[config.mk]
export PLATFORM = sky130hd
export DESIGN_NAME = ble_adv_field_locator
export DESIGN_NICKNAME = d
export VERILOG_FILES = /design/src/rtl/ble_afl_pkg.sv /design/src/rtl/ble_afl_regs.sv /design/src/rtl/ble_afl_parser.sv /design/src/rtl/ble_adv_field_locator.sv
export SDC_FILE = /design/constraint.sdc
export NUM_CORES = 1
export LEC_CHECK = 0
export ABC_AREA = 1
export BUFFER_PORTS_ARGS = -buffer_cell sky130_fd_sc_hd__buf_4
export CAP_MARGIN = 20
export CORE_MARGIN = 2
export CORE_UTILIZATION = 30
export CTS_CLUSTER_DIAMETER = 60
export DETAILED_ROUTE_END_ITERATION = 6
export GPL_ROUTABILITY_DRIVEN = 1
export GPL_TIMING_DRIVEN = 0
export HOLD_SLACK_MARGIN = 0.02
export SYNTH_ARGS = -nofsm -noshare
export SYNTH_HDL_FRONTEND = slang
export SYNTH_SLANG_ARGS = --single-unit
[constraint.sdc]
create_clock -name clk -period 9.2 [get_ports clk]
set_input_delay 0.46 -clock clk [delete_from_list [all_inputs] [get_ports clk]]
set_output_delay 0.46 -clock clk [all_outputs]
set_load 0.03 [all_outputs]
[src/rtl/ble_afl_pkg.sv]
// ----------------------------------------------------------------------------
// ble_afl_pkg
// Shared types and constants of the BLE advertising field locator.
// ----------------------------------------------------------------------------
package ble_afl_pkg;

  localparam int unsigned ARITH_W  = 9;
  localparam int unsigned DATA_W   = 32;
  localparam int unsigned ADDR_W   = 4;

  localparam logic [7:0]  TYPE_SVC16   = 8'h16;
  localparam logic [7:0]  TYPE_SVC32   = 8'h20;
  localparam logic [31:0] UUID16_LIMIT = 32'd65536;

  localparam logic [1:0] REG_MATCH_TYPE       = 2'd0;
  localparam logic [1:0] REG_MATCH_OCCURRENCE = 2'd1;
  localparam logic [1:0] REG_SERVICE_UUID     = 2'd2;
  localparam logic [1:0] REG_SERVICE_MIN_LEN  = 2'd3;

  localparam logic [7:0] MATCH_TYPE_RESET = 8'h0a;

  typedef struct packed {
    logic [7:0]  match_type;
    logic [7:0]  match_occurrence;
    logic [31:0] service_uuid;
    logic [7:0]  service_min_len;
  } cfg_t;

  typedef struct packed {
    logic       en;
    logic [7:0] value;
  } occ_wr_t;

  typedef struct packed {
    logic [7:0] type_count;
    logic       field_found;
    logic [7:0] field_offset;
    logic [7:0] field_length;
    logic       service_found;
    logic [7:0] service_offset;
    logic [7:0] service_length;
  } result_t;

endpackage

[src/rtl/ble_afl_regs.sv]
// ----------------------------------------------------------------------------
// ble_afl_regs
// APB-style register file holding the locator configuration.
// ----------------------------------------------------------------------------
module ble_afl_regs (
  input  logic                         clk,
  input  logic                         rst,
  input  logic                         psel,
  input  logic                         penable,
  input  logic                         pwrite,
  input  logic [ble_afl_pkg::ADDR_W-1:0] paddr,
  input  logic [ble_afl_pkg::DATA_W-1:0] pwdata,
  output logic [ble_afl_pkg::DATA_W-1:0] prdata,
  output ble_afl_pkg::cfg_t            cfg,
  output ble_afl_pkg::occ_wr_t         occ_wr
);
  import ble_afl_pkg::*;

  logic       wr_en;
  logic [1:0] reg_index;

  assign wr_en     = psel && penable && pwrite;
  assign reg_index = paddr[ADDR_W-1:2];

  always_ff @(posedge clk) begin
    if (rst) begin
      cfg.match_type       <= MATCH_TYPE_RESET;
      cfg.match_occurrence <= 8'd0;
      cfg.service_uuid     <= 32'd0;
      cfg.service_min_len  <= 8'd0;
    end else if (wr_en) begin
      case (reg_index)
        REG_MATCH_TYPE:       cfg.match_type       <= pwdata[7:0];
        REG_MATCH_OCCURRENCE: cfg.match_occurrence <= pwdata[7:0];
        REG_SERVICE_UUID:     cfg.service_uuid     <= pwdata;
        REG_SERVICE_MIN_LEN:  cfg.service_min_len  <= pwdata[7:0];
        default: ;
      endcase
    end
  end

  // the parser reloads its occurrence counter only between payloads
  assign occ_wr.en    = wr_en && (reg_index == REG_MATCH_OCCURRENCE);
  assign occ_wr.value = pwdata[7:0];

  always_comb begin
    case (reg_index)
      REG_MATCH_TYPE:       prdata = {24'd0, cfg.match_type};
      REG_MATCH_OCCURRENCE: prdata = {24'd0, cfg.match_occurrence};
      REG_SERVICE_UUID:     prdata = cfg.service_uuid;
      REG_SERVICE_MIN_LEN:  prdata = {24'd0, cfg.service_min_len};
      default:              prdata = '0;
    endcase
  end

endmodule

[src/rtl/ble_afl_parser.sv]
// ----------------------------------------------------------------------------
// ble_afl_parser
// Per-byte length-type-data walker; closes structures and builds the result.
// ----------------------------------------------------------------------------
module ble_afl_parser #(
  parameter int unsigned MAX_PAYLOAD = 255
) (
  input  logic                 clk,
  input  logic                 rst,
  input  logic                 accept,
  input  logic [7:0]           data_byte,
  input  logic                 last_byte,
  input  ble_afl_pkg::cfg_t    cfg,
  input  ble_afl_pkg::occ_wr_t occ_wr,
  output ble_afl_pkg::result_t result
);
  import ble_afl_pkg::*;

  localparam int unsigned POS_W = $clog2(MAX_PAYLOAD + 1);

  logic [POS_W-1:0] byte_position, byte_position_next;
  logic [POS_W-1:0] struct_start, struct_start_next;
  logic [7:0]       struct_bytes_left, struct_bytes_left_next;
  logic [7:0]       struct_type, struct_type_next;
  logic [31:0]      uuid_shift, uuid_shift_next;
  logic [7:0]       occurrences_left, occurrences_left_next;
  logic [7:0]       count_reg, count_reg_next;
  logic             field_hit, field_hit_next;
  logic [7:0]       field_hit_offset, field_hit_offset_next;
  logic [7:0]       field_hit_length, field_hit_length_next;
  logic             service_hit, service_hit_next;
  logic [7:0]       service_hit_offset, service_hit_offset_next;
  logic [7:0]       service_hit_length, service_hit_length_next;

  logic               active;
  logic [POS_W-1:0]   k;
  logic               closed_inline;
  logic               close_en;
  logic [ARITH_W-1:0] slen;
  logic [ARITH_W-1:0] start_ext;
  logic [ARITH_W-1:0] min_ext;
  logic [15:0]        uuid16;
  logic               type_match;

  always_comb begin
    active                 = byte_position < POS_W'(MAX_PAYLOAD);
    byte_position_next     = byte_position;
    struct_start_next      = struct_start;
    struct_bytes_left_next = struct_bytes_left;
    struct_type_next       = struct_type;
    uuid_shift_next        = uuid_shift;
    closed_inline          = 1'b0;
    k                      = byte_position - struct_start - POS_W'(1);

    if (active) begin
      byte_position_next = byte_position + POS_W'(1);
      if (struct_bytes_left == 8'd0) begin
        struct_start_next      = byte_position;
        struct_bytes_left_next = data_byte;
        struct_type_next       = 8'd0;
        uuid_shift_next        = 32'd0;
      end else begin
        case (k)
          POS_W'(0): struct_type_next        = data_byte;
          POS_W'(1): uuid_shift_next[7:0]    = data_byte;
          POS_W'(2): uuid_shift_next[15:8]   = data_byte;
          POS_W'(3): uuid_shift_next[23:16]  = data_byte;
          POS_W'(4): uuid_shift_next[31:24]  = data_byte;
          default: ;
        endcase
        struct_bytes_left_next = struct_bytes_left - 8'd1;
        closed_inline          = (struct_bytes_left == 8'd1);
      end
    end

    // a structure still open at the last byte closes with what arrived
    close_en  = closed_inline || (last_byte && (struct_bytes_left_next != 8'd0));
    start_ext = ARITH_W'(struct_start_next);
    slen      = ARITH_W'(byte_position_next) - start_ext;
    min_ext   = ARITH_W'(cfg.service_min_len);
    uuid16    = (cfg.service_uuid < UUID16_LIMIT) ? cfg.service_uuid[15:0] : 16'd0;
    type_match = struct_type_next == cfg.match_type;

    count_reg_next          = count_reg;
    occurrences_left_next   = occurrences_left;
    field_hit_next          = field_hit;
    field_hit_offset_next   = field_hit_offset;
    field_hit_length_next   = field_hit_length;
    service_hit_next        = service_hit;
    service_hit_offset_next = service_hit_offset;
    service_hit_length_next = service_hit_length;

    if (close_en && (slen >= ARITH_W'(2))) begin
      if (type_match) begin
        if (count_reg != 8'hff) begin
          count_reg_next = count_reg + 8'd1;
        end
        if (!field_hit) begin
          if (occurrences_left == 8'd0) begin
            field_hit_next        = 1'b1;
            field_hit_offset_next = 8'(start_ext + ARITH_W'(2));
            field_hit_length_next = 8'(slen - ARITH_W'(2));
          end else begin
            occurrences_left_next = occurrences_left - 8'd1;
          end
        end
      end
      if (!service_hit) begin
        if ((struct_type_next == TYPE_SVC16) && (slen >= min_ext + ARITH_W'(4)) &&
            (uuid_shift_next[15:0] == uuid16)) begin
          service_hit_next        = 1'b1;
          service_hit_offset_next = 8'(start_ext + ARITH_W'(4));
          service_hit_length_next = 8'(slen - ARITH_W'(4));
        end else if ((struct_type_next == TYPE_SVC32) &&
                     (slen >= min_ext + ARITH_W'(6)) &&
                     (uuid_shift_next == cfg.service_uuid)) begin
          service_hit_next        = 1'b1;
          service_hit_offset_next = 8'(start_ext + ARITH_W'(6));
          service_hit_length_next = 8'(slen - ARITH_W'(6));
        end
      end
    end

    result.type_count     = count_reg_next;
    result.field_found    = field_hit_next;
    result.field_offset   = field_hit_next ? field_hit_offset_next : 8'd0;
    result.field_length   = field_hit_next ? field_hit_length_next : 8'd0;
    result.service_found  = service_hit_next;
    result.service_offset = service_hit_next ? service_hit_offset_next : 8'd0;
    result.service_length = service_hit_next ? service_hit_length_next : 8'd0;
  end

  always_ff @(posedge clk) begin
    if (rst || (accept && last_byte)) begin
      byte_position      <= '0;
      struct_start       <= '0;
      struct_bytes_left  <= 8'd0;
      struct_type        <= 8'd0;
      uuid_shift         <= 32'd0;
      occurrences_left   <= rst ? 8'd0 : cfg.match_occurrence;
      count_reg          <= 8'd0;
      field_hit          <= 1'b0;
      field_hit_offset   <= 8'd0;
      field_hit_length   <= 8'd0;
      service_hit        <= 1'b0;
      service_hit_offset <= 8'd0;
      service_hit_length <= 8'd0;
    end else if (accept) begin
      byte_position      <= byte_position_next;
      struct_start       <= struct_start_next;
      struct_bytes_left  <= struct_bytes_left_next;
      struct_type        <= struct_type_next;
      uuid_shift         <= uuid_shift_next;
      occurrences_left   <= occurrences_left_next;
      count_reg          <= count_reg_next;
      field_hit          <= field_hit_next;
      field_hit_offset   <= field_hit_offset_next;
      field_hit_length   <= field_hit_length_next;
      service_hit        <= service_hit_next;
      service_hit_offset <= service_hit_offset_next;
      service_hit_length <= service_hit_length_next;
    end else if (occ_wr.en && (byte_position == '0)) begin
      occurrences_left <= occ_wr.value;
    end
  end

endmodule

[src/rtl/ble_adv_field_locator.sv]
// ----------------------------------------------------------------------------
// ble_adv_field_locator
// Streaming locator for the length-type-data structures of a BLE payload.
// ----------------------------------------------------------------------------
// Usage:
//   Payload bytes enter on the byte channel (data_byte, last_byte) with a
//   valid/ready handshake, one byte per cycle. Each byte is parsed in the
//   cycle it is accepted. The byte marked last_byte produces one request on
//   the result channel, registered: it shows on the result ports in the cycle
//   after that byte is accepted. All other bytes produce nothing.
//   Throughput is one byte per cycle; the only stall source is the result
//   register. byte_ready stays high while that register is empty or is
//   being drained in the same cycle, so a held result blocks new bytes only
//   while result_ready is low.
//   Configuration goes through the APB port: match_type at 0x0, 
//   match_occurrence at 0x4, service_uuid at 0x8, service_min_len at 0xC.
//   A match_occurrence write reloads the occurrence counter only between
//   payloads.
//   Synchronous reset empties the result register, clears all payload
//   state and loads the register reset values.
// ----------------------------------------------------------------------------
module ble_adv_field_locator #(
  parameter int unsigned MAX_PAYLOAD = 255
) (
  input  logic                           clk,
  input  logic                           rst,
  input  logic                           psel,
  input  logic                           penable,
  input  logic                           pwrite,
  input  logic [ble_afl_pkg::ADDR_W-1:0] paddr,
  input  logic [ble_afl_pkg::DATA_W-1:0] pwdata,
  output logic [ble_afl_pkg::DATA_W-1:0] prdata,
  output logic                           pready,
  input  logic                           byte_valid,
  output logic                           byte_ready,
  input  logic [7:0]                     data_byte,
  input  logic                           last_byte,
  output logic                           result_valid,
  input  logic                           result_ready,
  output logic [7:0]                     type_count,
  output logic                           field_found,
  output logic [7:0]                     field_offset,
  output logic [7:0]                     field_length,
  output logic                           service_found,
  output logic [7:0]                     service_offset,
  output logic [7:0]                     service_length
);
  import ble_afl_pkg::*;

  cfg_t    cfg;
  occ_wr_t occ_wr;
  result_t result;
  result_t result_q;
  logic    accept;

  assign pready     = 1'b1;
  assign byte_ready = !result_valid || result_ready;
  assign accept     = byte_valid && byte_ready;

  ble_afl_regs u_regs (
    .clk     (clk),
    .rst     (rst),
    .psel    (psel),
    .penable (penable),
    .pwrite  (pwrite),
    .paddr   (paddr),
    .pwdata  (pwdata),
    .prdata  (prdata),
    .cfg     (cfg),
    .occ_wr  (occ_wr)
  );

  ble_afl_parser #(
    .MAX_PAYLOAD (MAX_PAYLOAD)
  ) u_parser (
    .clk       (clk),
    .rst       (rst),
    .accept    (accept),
    .data_byte (data_byte),
    .last_byte (last_byte),
    .cfg       (cfg),
    .occ_wr    (occ_wr),
    .result    (result)
  );

  always_ff @(posedge clk) begin
    if (rst) begin
      result_valid <= 1'b0;
    end else if (accept && last_byte) begin
      result_valid <= 1'b1;
    end else if (result_ready) begin
      result_valid <= 1'b0;
    end
  end

  always_ff @(posedge clk) begin
    if (accept && last_byte) begin
      result_q <= result;
    end
  end

  assign type_count     = result_q.type_count;
  assign field_found    = result_q.field_found;
  assign field_offset   = result_q.field_offset;
  assign field_length   = result_q.field_length;
  assign service_found  = result_q.service_found;
  assign service_offset = result_q.service_offset;
  assign service_length = result_q.service_length;

endmodule
==> results of run 1 <==
worst min path at each step:
stage,to,slack [ns],depth (start not counted)
2_1_floorplan,u_regs.cfg[45]$_SDFFE_PP0P_,0.45,2
3_3_place_gp,u_parser.struct_bytes_left[0]$_SDFFE_PN0P_,0.48,2
3_5_place_dp,u_parser.struct_bytes_left[0]$_SDFFE_PN0P_,0.49,2
4_1_cts,u_regs.cfg[19]$_SDFFE_PP0P_,0.15,3
5_1_grt,u_regs.cfg[18]$_SDFFE_PP0P_,0.17,3
6_report,u_regs.cfg[19]$_SDFFE_PP0P_,0.16,3
per-stage QoR:
stage	worst slack (ns)	cells	power (W)	hold slack, ns
2_1_floorplan	4.03	2150	0.00179	0.450
3_3_place_gp	2.73	2882	0.00210	0.482
3_5_place_dp	2.68	2884	0.00211	0.494
4_1_cts	2.67	2935	0.00325	0.148
5_1_grt	2.20	2936	0.00341	0.170
6_report	2.76	2936	0.00324	0.165
area by class of cell:
type,count,share of cell area (%)
buffer,85,2.58
clock buffer,38,4.55
clock inverter,13,0.977
inverter,340,7.55
multi-input combinational,1512,45.9
sequential,213,28.2
tap,607,4.49
timing repair buffer,128,5.74
cell usage in the layout, fill, tap and decap left out, drive strengths merged, types with 6 or more instances in the layout:
master,n
xnor2,14
a21oi,162
nand3b,10
xor2,50
nor3,12
nand4,52
and2,6
a211oi,6
o21bai,7
dfxtp,163
nand2,517
ha,46
edfxtp,50
nand3,156
clkinv,8
clkbuf,94
o21ai,202
buf,157
nor2,231
inv,340
worst reg2reg max path: cells and delay by family, from the launching register on:
| family | cells | cell delay [ns] |
|---|---|---|
| adder cells (fa/ha/maj) | 3 | 0.83 |
| AND/OR/NAND/NOR | 18 | 2.47 |
| AO/OA/AOI/OAI | 5 | 0.91 |
| buffers and inverters | 5 | 1.46 |
| flip-flops | 1 | 0.53 |
power by group:
group / leakage (nW) / internal [W] / switching [W]
clock: 0.453 / 0.000675 / 0.000454
combinational: 5.86 / 0.000344 / 0.000729
sequential: 1.82 / 0.00101 / 0.0000298
total: 8.14 / 0.00202 / 0.00121
cell families after synthesis:
family | share of synthesized area [%]
AO/OA/AOI/OAI | 15.3
XOR/XNOR | 4.04
adder cells (fa/ha/maj) | 4.32
buffers and inverters | 12.0
flip-flops | 33.5
other | 0.0263
AND/OR/NAND/NOR | 30.8
per-layer routing:
layer / vias up / share of wire [%]
li1: 7261 / -
met1: 6826 / 44
met2: 441 / 47
met3: 76 / 5.6
met4: 0 / 2.8
met5: - / 0
==> results.toml, run 1 <==
[status]
run_status = "completed"

[timing]
fmax_mhz = 155
skew_ns = 0.0348
worst_slew_pin_slew_ns = 1.01
period_share_pct = 70.0
drv_slew = 0
min_period_ns = 6.44
final_hold_viol_count = 0
timing.slew.headroom_pct = 31.8
setup_viol = 0
rsz0062_at_grt = "no"
fin_setup_tns_ns = 0

[power_and_ir_drop]
p_leak_nw = 8.14
p_per_area_nw_per_um2 = 191
ir_drop_mv = 0.115

[floorplan]
core-area_um2 = 46700
num_rows = 79
start_util_pct = 30.5
die_area_um2 = 49200
fp.dieH_um = 222
fp.dieW_um = 222
boundaryPins = 129

[global_routing]
grt_pass1_wl_mm = 78.0
grt_max_degree = 45
grt_use_met2_pct = 34.7
grt_pass1_vias = 14000
grt-busiest-layer = "met2"
grt_overflow = 0
grt_usage_pct = 20.0
met1_usage_pct = 25.9
use_met3_pct = 2.35
antenna_found_initial = 0

[synth]
synth-seq-cells = 213
postSynthCellCount = 2150
synth_area_per_cell_um2 = 6.62
synth.distinct_cells = 56
synth_seq_area_share_pct = 33.5
async_flop_share_pct = 0
yosysTopAreaCell = "dfxtp_1"
synth_area_um2 = 14200
yosysMostFrequentCell = "nand2_1"
synth_edf_count = 50
ys_warn_count = 0
synth.area.top_cells = "dfxtp_1 (23%), nand2_1 (13%), edfxtp_1 (11%)"
syn_nets = 2250
synth_top_area_share_pct = 22.9
yosys_most_used_dff = "dfxtp_1"
yosys-top-cells-count = "nand2_1 (502), inv_1 (320), nor2_1 (215)"

[detailed_routing]
num_vias = 14600
first_iter_violations = 1096
detail_route.wl_per_cell_um = 17.0
wirelength_mm = 50.1
via_per_inst = 4.97
drtPass1Iterations = 7
drc = 0
detail-route-antenna-nets = 0

[placement]
dp_hpwl_mm = 38.6
port_buffers = 125
placed_area_um2 = 16000
place_congestion = 0.914

[setup_path]
critical_path.max_stage_delay_ns = 0.72
r2r_setup_slack_ns = 2.76
rr_worst_depth = 31
cpMaxStageDelayCell = "clkbuf_1"
r2r_end = "service_length[4]$_SDFFCE_PN0P_"
path_depth = 31
worst_path_most_repeated_cell = "nand2_1"
cp-end-kind = "flop"
worstPathRequired_ns = 9.50
cp-start-kind = "flop"
crit_buf_inv = 5
r2r_start = "u_parser.byte_position[1]$_SDFFE_PN0P_"
critPathKind = "flop to flop"
path_max_fanout = 10
crit_family = "simple AND/OR/NAND/NOR gates"
crit_start = "u_parser.byte_position[1]$_SDFFE_PN0P_"
cp.arrival_ns = 6.74
critPathCapture = "service_length[4]$_SDFFCE_PN0P_"

[cts]
cts_max_path_buffers = 3
cts_num_sinks = 213
cts.htree.levels = 1
clk_pin_slew_ns = 0.06
ctsHoldBuffers = 0
cts-resized-gates = 0
cts_tree = "yes"
clk-insertion-delay-late_ns = 0.58
post_cts_buffers = 0
cts_root_buf = "clkbuf_16"
cts_buffers = 28

[final_layout]
largest_reg_flops = 56
antenna_cells = 0
regArea_um2 = 4760
multi_input_area_um2 = 7760
fin_area_um2 = 16900
area_growth_pct = 18.7
top_register = "u_regs.cfg"
finalNetCount = 2408
largestRegisters = "u_regs.cfg x56, u_parser.uuid_shift x32"
drive_gt1_share_pct = 11.5
fillers = 5075
final_core_util_pct = 36.2

[worst_hold_path]
min_path_type = "input pin to flop"
min_from = "pwdata[11]"

[run]
maxCapViolCount = 0
Power figures use the tool's default switching activity.
==> run 2, diff against run 1 <==
clock period = 6.45 ns   (was 9.2 ns; I/O delays follow)
==> run 2 against run 1 <==
Sequential power increased by 42%. First-iteration DRC count is 12% higher. Maximum frequency grew 8.7%. Total power is 43% higher. Utilization increased by 0.096 points. Worst setup slack got worse by 2.2 ns. Non-clock buffer count up 3. Via count rose by 0.31%. Hold slack worse by 0.13 ns. Final area up 0.27%. Largest cell class unchanged. Highest routed layer unchanged.
==> results.toml, run 2 (synthesis results as in run 1) <==
[cts]
cts.htree.levels = 1
post_cts_buffers = 0
cts_buffers = 28
cts_num_sinks = 213
cts_max_path_buffers = 3
cts_tree = "yes"
cts_root_buf = "clkbuf_16"
clk_pin_slew_ns = 0.06
clk-insertion-delay-late_ns = 0.58

[floorplan]
num_rows = 79
die_area_um2 = 49200
fp.dieH_um = 222
boundaryPins = 129
core-area_um2 = 46700
fp.dieW_um = 222
start_util_pct = 30.5

[detailed_routing]
detail_route.wl_per_cell_um = 17.0
wirelength_mm = 49.9
via_per_inst = 4.98
num_vias = 14600
first_iter_violations = 1223
drtPass1Iterations = 5
drc = 0
detail-route-antenna-nets = 0

[timing]
setup_ws_ns = 0.526
drv_slew = 0
setup_viol = 0
fmax_mhz = 169
min_period_ns = 5.92
skew_ns = 0.0353
period_share_pct = 91.8
holdWs_ns = 0.0345
final_hold_viol_count = 0
rsz0062_at_grt = "no"
timing.slew.headroom_pct = 44.4
worst_slew_pin_slew_ns = 0.834

[run]
maxCapViolCount = 0

[global_routing]
grt_usage_pct = 20.0
grt_pass1_wl_mm = 78.1
grt_pass1_vias = 14000
grt_overflow = 0
antenna_found_initial = 0
grt_max_degree = 45

[worst_hold_path]
min_to = "u_regs.cfg[36]$_SDFFE_PP0P_"
min_from = "pwdata[28]"
min_path_type = "input pin to flop"
worstHoldPathCells = 3

[final_layout]
layout_common_cells = "nand2_1 (502), inv_1 (319), nor2_1 (215)"
antenna_cells = 0
largest_reg_flops = 56
stdcell_count = 2939
final_core_util_pct = 36.3
finalNetCount = 2411
largestRegisters = "u_regs.cfg x56, u_parser.uuid_shift x32"
area_growth_pct = 19.0
final_common_cell = "nand2_1"
drive_gt1_share_pct = 11.6
top_register = "u_regs.cfg"

[setup_path]
r2r_setup_slack_ns = 0.53
crit_family = "simple AND/OR/NAND/NOR gates"
worstPathRequired_ns = 6.75
cp-start-kind = "flop"
r2r_start = "u_parser.byte_position[1]$_SDFFE_PN0P_"
cp-end-kind = "flop"
crit_buf_inv = 5
cpMaxStageDelayCell = "fa_1"
r2r_end = "service_length[4]$_SDFFCE_PN0P_"
worst_path_most_repeated_cell = "nand2_1"
path_max_fanout = 10
critical_path.max_stage_delay_ns = 0.49
rr_worst_depth = 32
cp.arrival_ns = 6.22
critPathKind = "flop to flop"

[power_and_ir_drop]
p_leak_nw = 8.16
ir_drop_mv = 0.159
p_per_area_nw_per_um2 = 272
finalPower_w = 0.00462

[placement]
dp.cells = 2884
place_congestion = 0.914
dp_hpwl_mm = 38.6
pre_cts_ws_ns = -0.0748
port_buffers = 125

[status]
run_status = "completed"
run 2: layout make-up:
class                   instances  area, µm²
well taps                     607        759
flip-flops and latches        213       4770
plain buffers                  84        433
clock inverters                13        165
multi-input cells            1512       7770
fillers                      5066      29700
repair buffers                132       1010
clock buffers                  38        769
inverters                     340       1280
run 2: power by group:
| part | switching, W | leakage (nW) | internal (W) |
|---|---|---|---|
| Clock | 0.000647 | 0.453 | 0.000962 |
| Combinational | 0.00104 | 5.88 | 0.000492 |
| Sequential | 0.0000427 | 1.82 | 0.00143 |
| Total | 0.00173 | 8.16 | 0.00289 |
run 2: routing by layer:
metal / global-route usage, % / up-vias / wire length [µm]
met5: 0 / - / 0
met4: 6.08 / 0 / 1430
met3: 2.35 / 75 / 2880
met2: 34.8 / 475 / 23700
met1: 25.9 / 6832 / 21900
li1: - / 7267 / -
run 2: worst max-delay path by stage:
stage / startpoint / to / cells after the start
2_1_floorplan: u_parser.byte_position[1]$_SDFFE_PN0P_ / service_length[4]$_SDFFCE_PN0P_ / 32
3_3_place_gp: u_parser.byte_position[1]$_SDFFE_PN0P_ / service_offset[5]$_SDFFCE_PN0P_ / 32
3_5_place_dp: u_parser.byte_position[1]$_SDFFE_PN0P_ / service_length[4]$_SDFFCE_PN0P_ / 32
4_1_cts: u_parser.byte_position[1]$_SDFFE_PN0P_ / service_length[4]$_SDFFCE_PN0P_ / 32
5_1_grt: u_parser.byte_position[1]$_SDFFE_PN0P_ / u_parser.service_hit_offset[7]$_SDFFE_PN0P_ / 36
6_report: u_parser.byte_position[1]$_SDFFE_PN0P_ / service_length[4]$_SDFFCE_PN0P_ / 32
run 2: stage by stage:
stage / setup TNS (ns) / area, µm²
finish: 0 / 17000
global route: 0 / 17000
CTS: 0 / 16900
detailed placement: -0.544 / 16000
global placement: -0.194 / 15900
floorplan: 0 / 14200
run 2: what timing repair did:
action                                 4_1_cts  5_1_grt
hold buffers                                 5        0
gates cloned                                 0        0
resized for setup                            1        5
setup endpoints to repair                   12       34
pin swaps                                    0        0
endpoints found under the hold margin        5        0
run 2: tightest hold or removal path, stage by stage:
cell	delay [ns]
buf_4	0.08
o21ai_0	0.07
a21oi_1	0.10
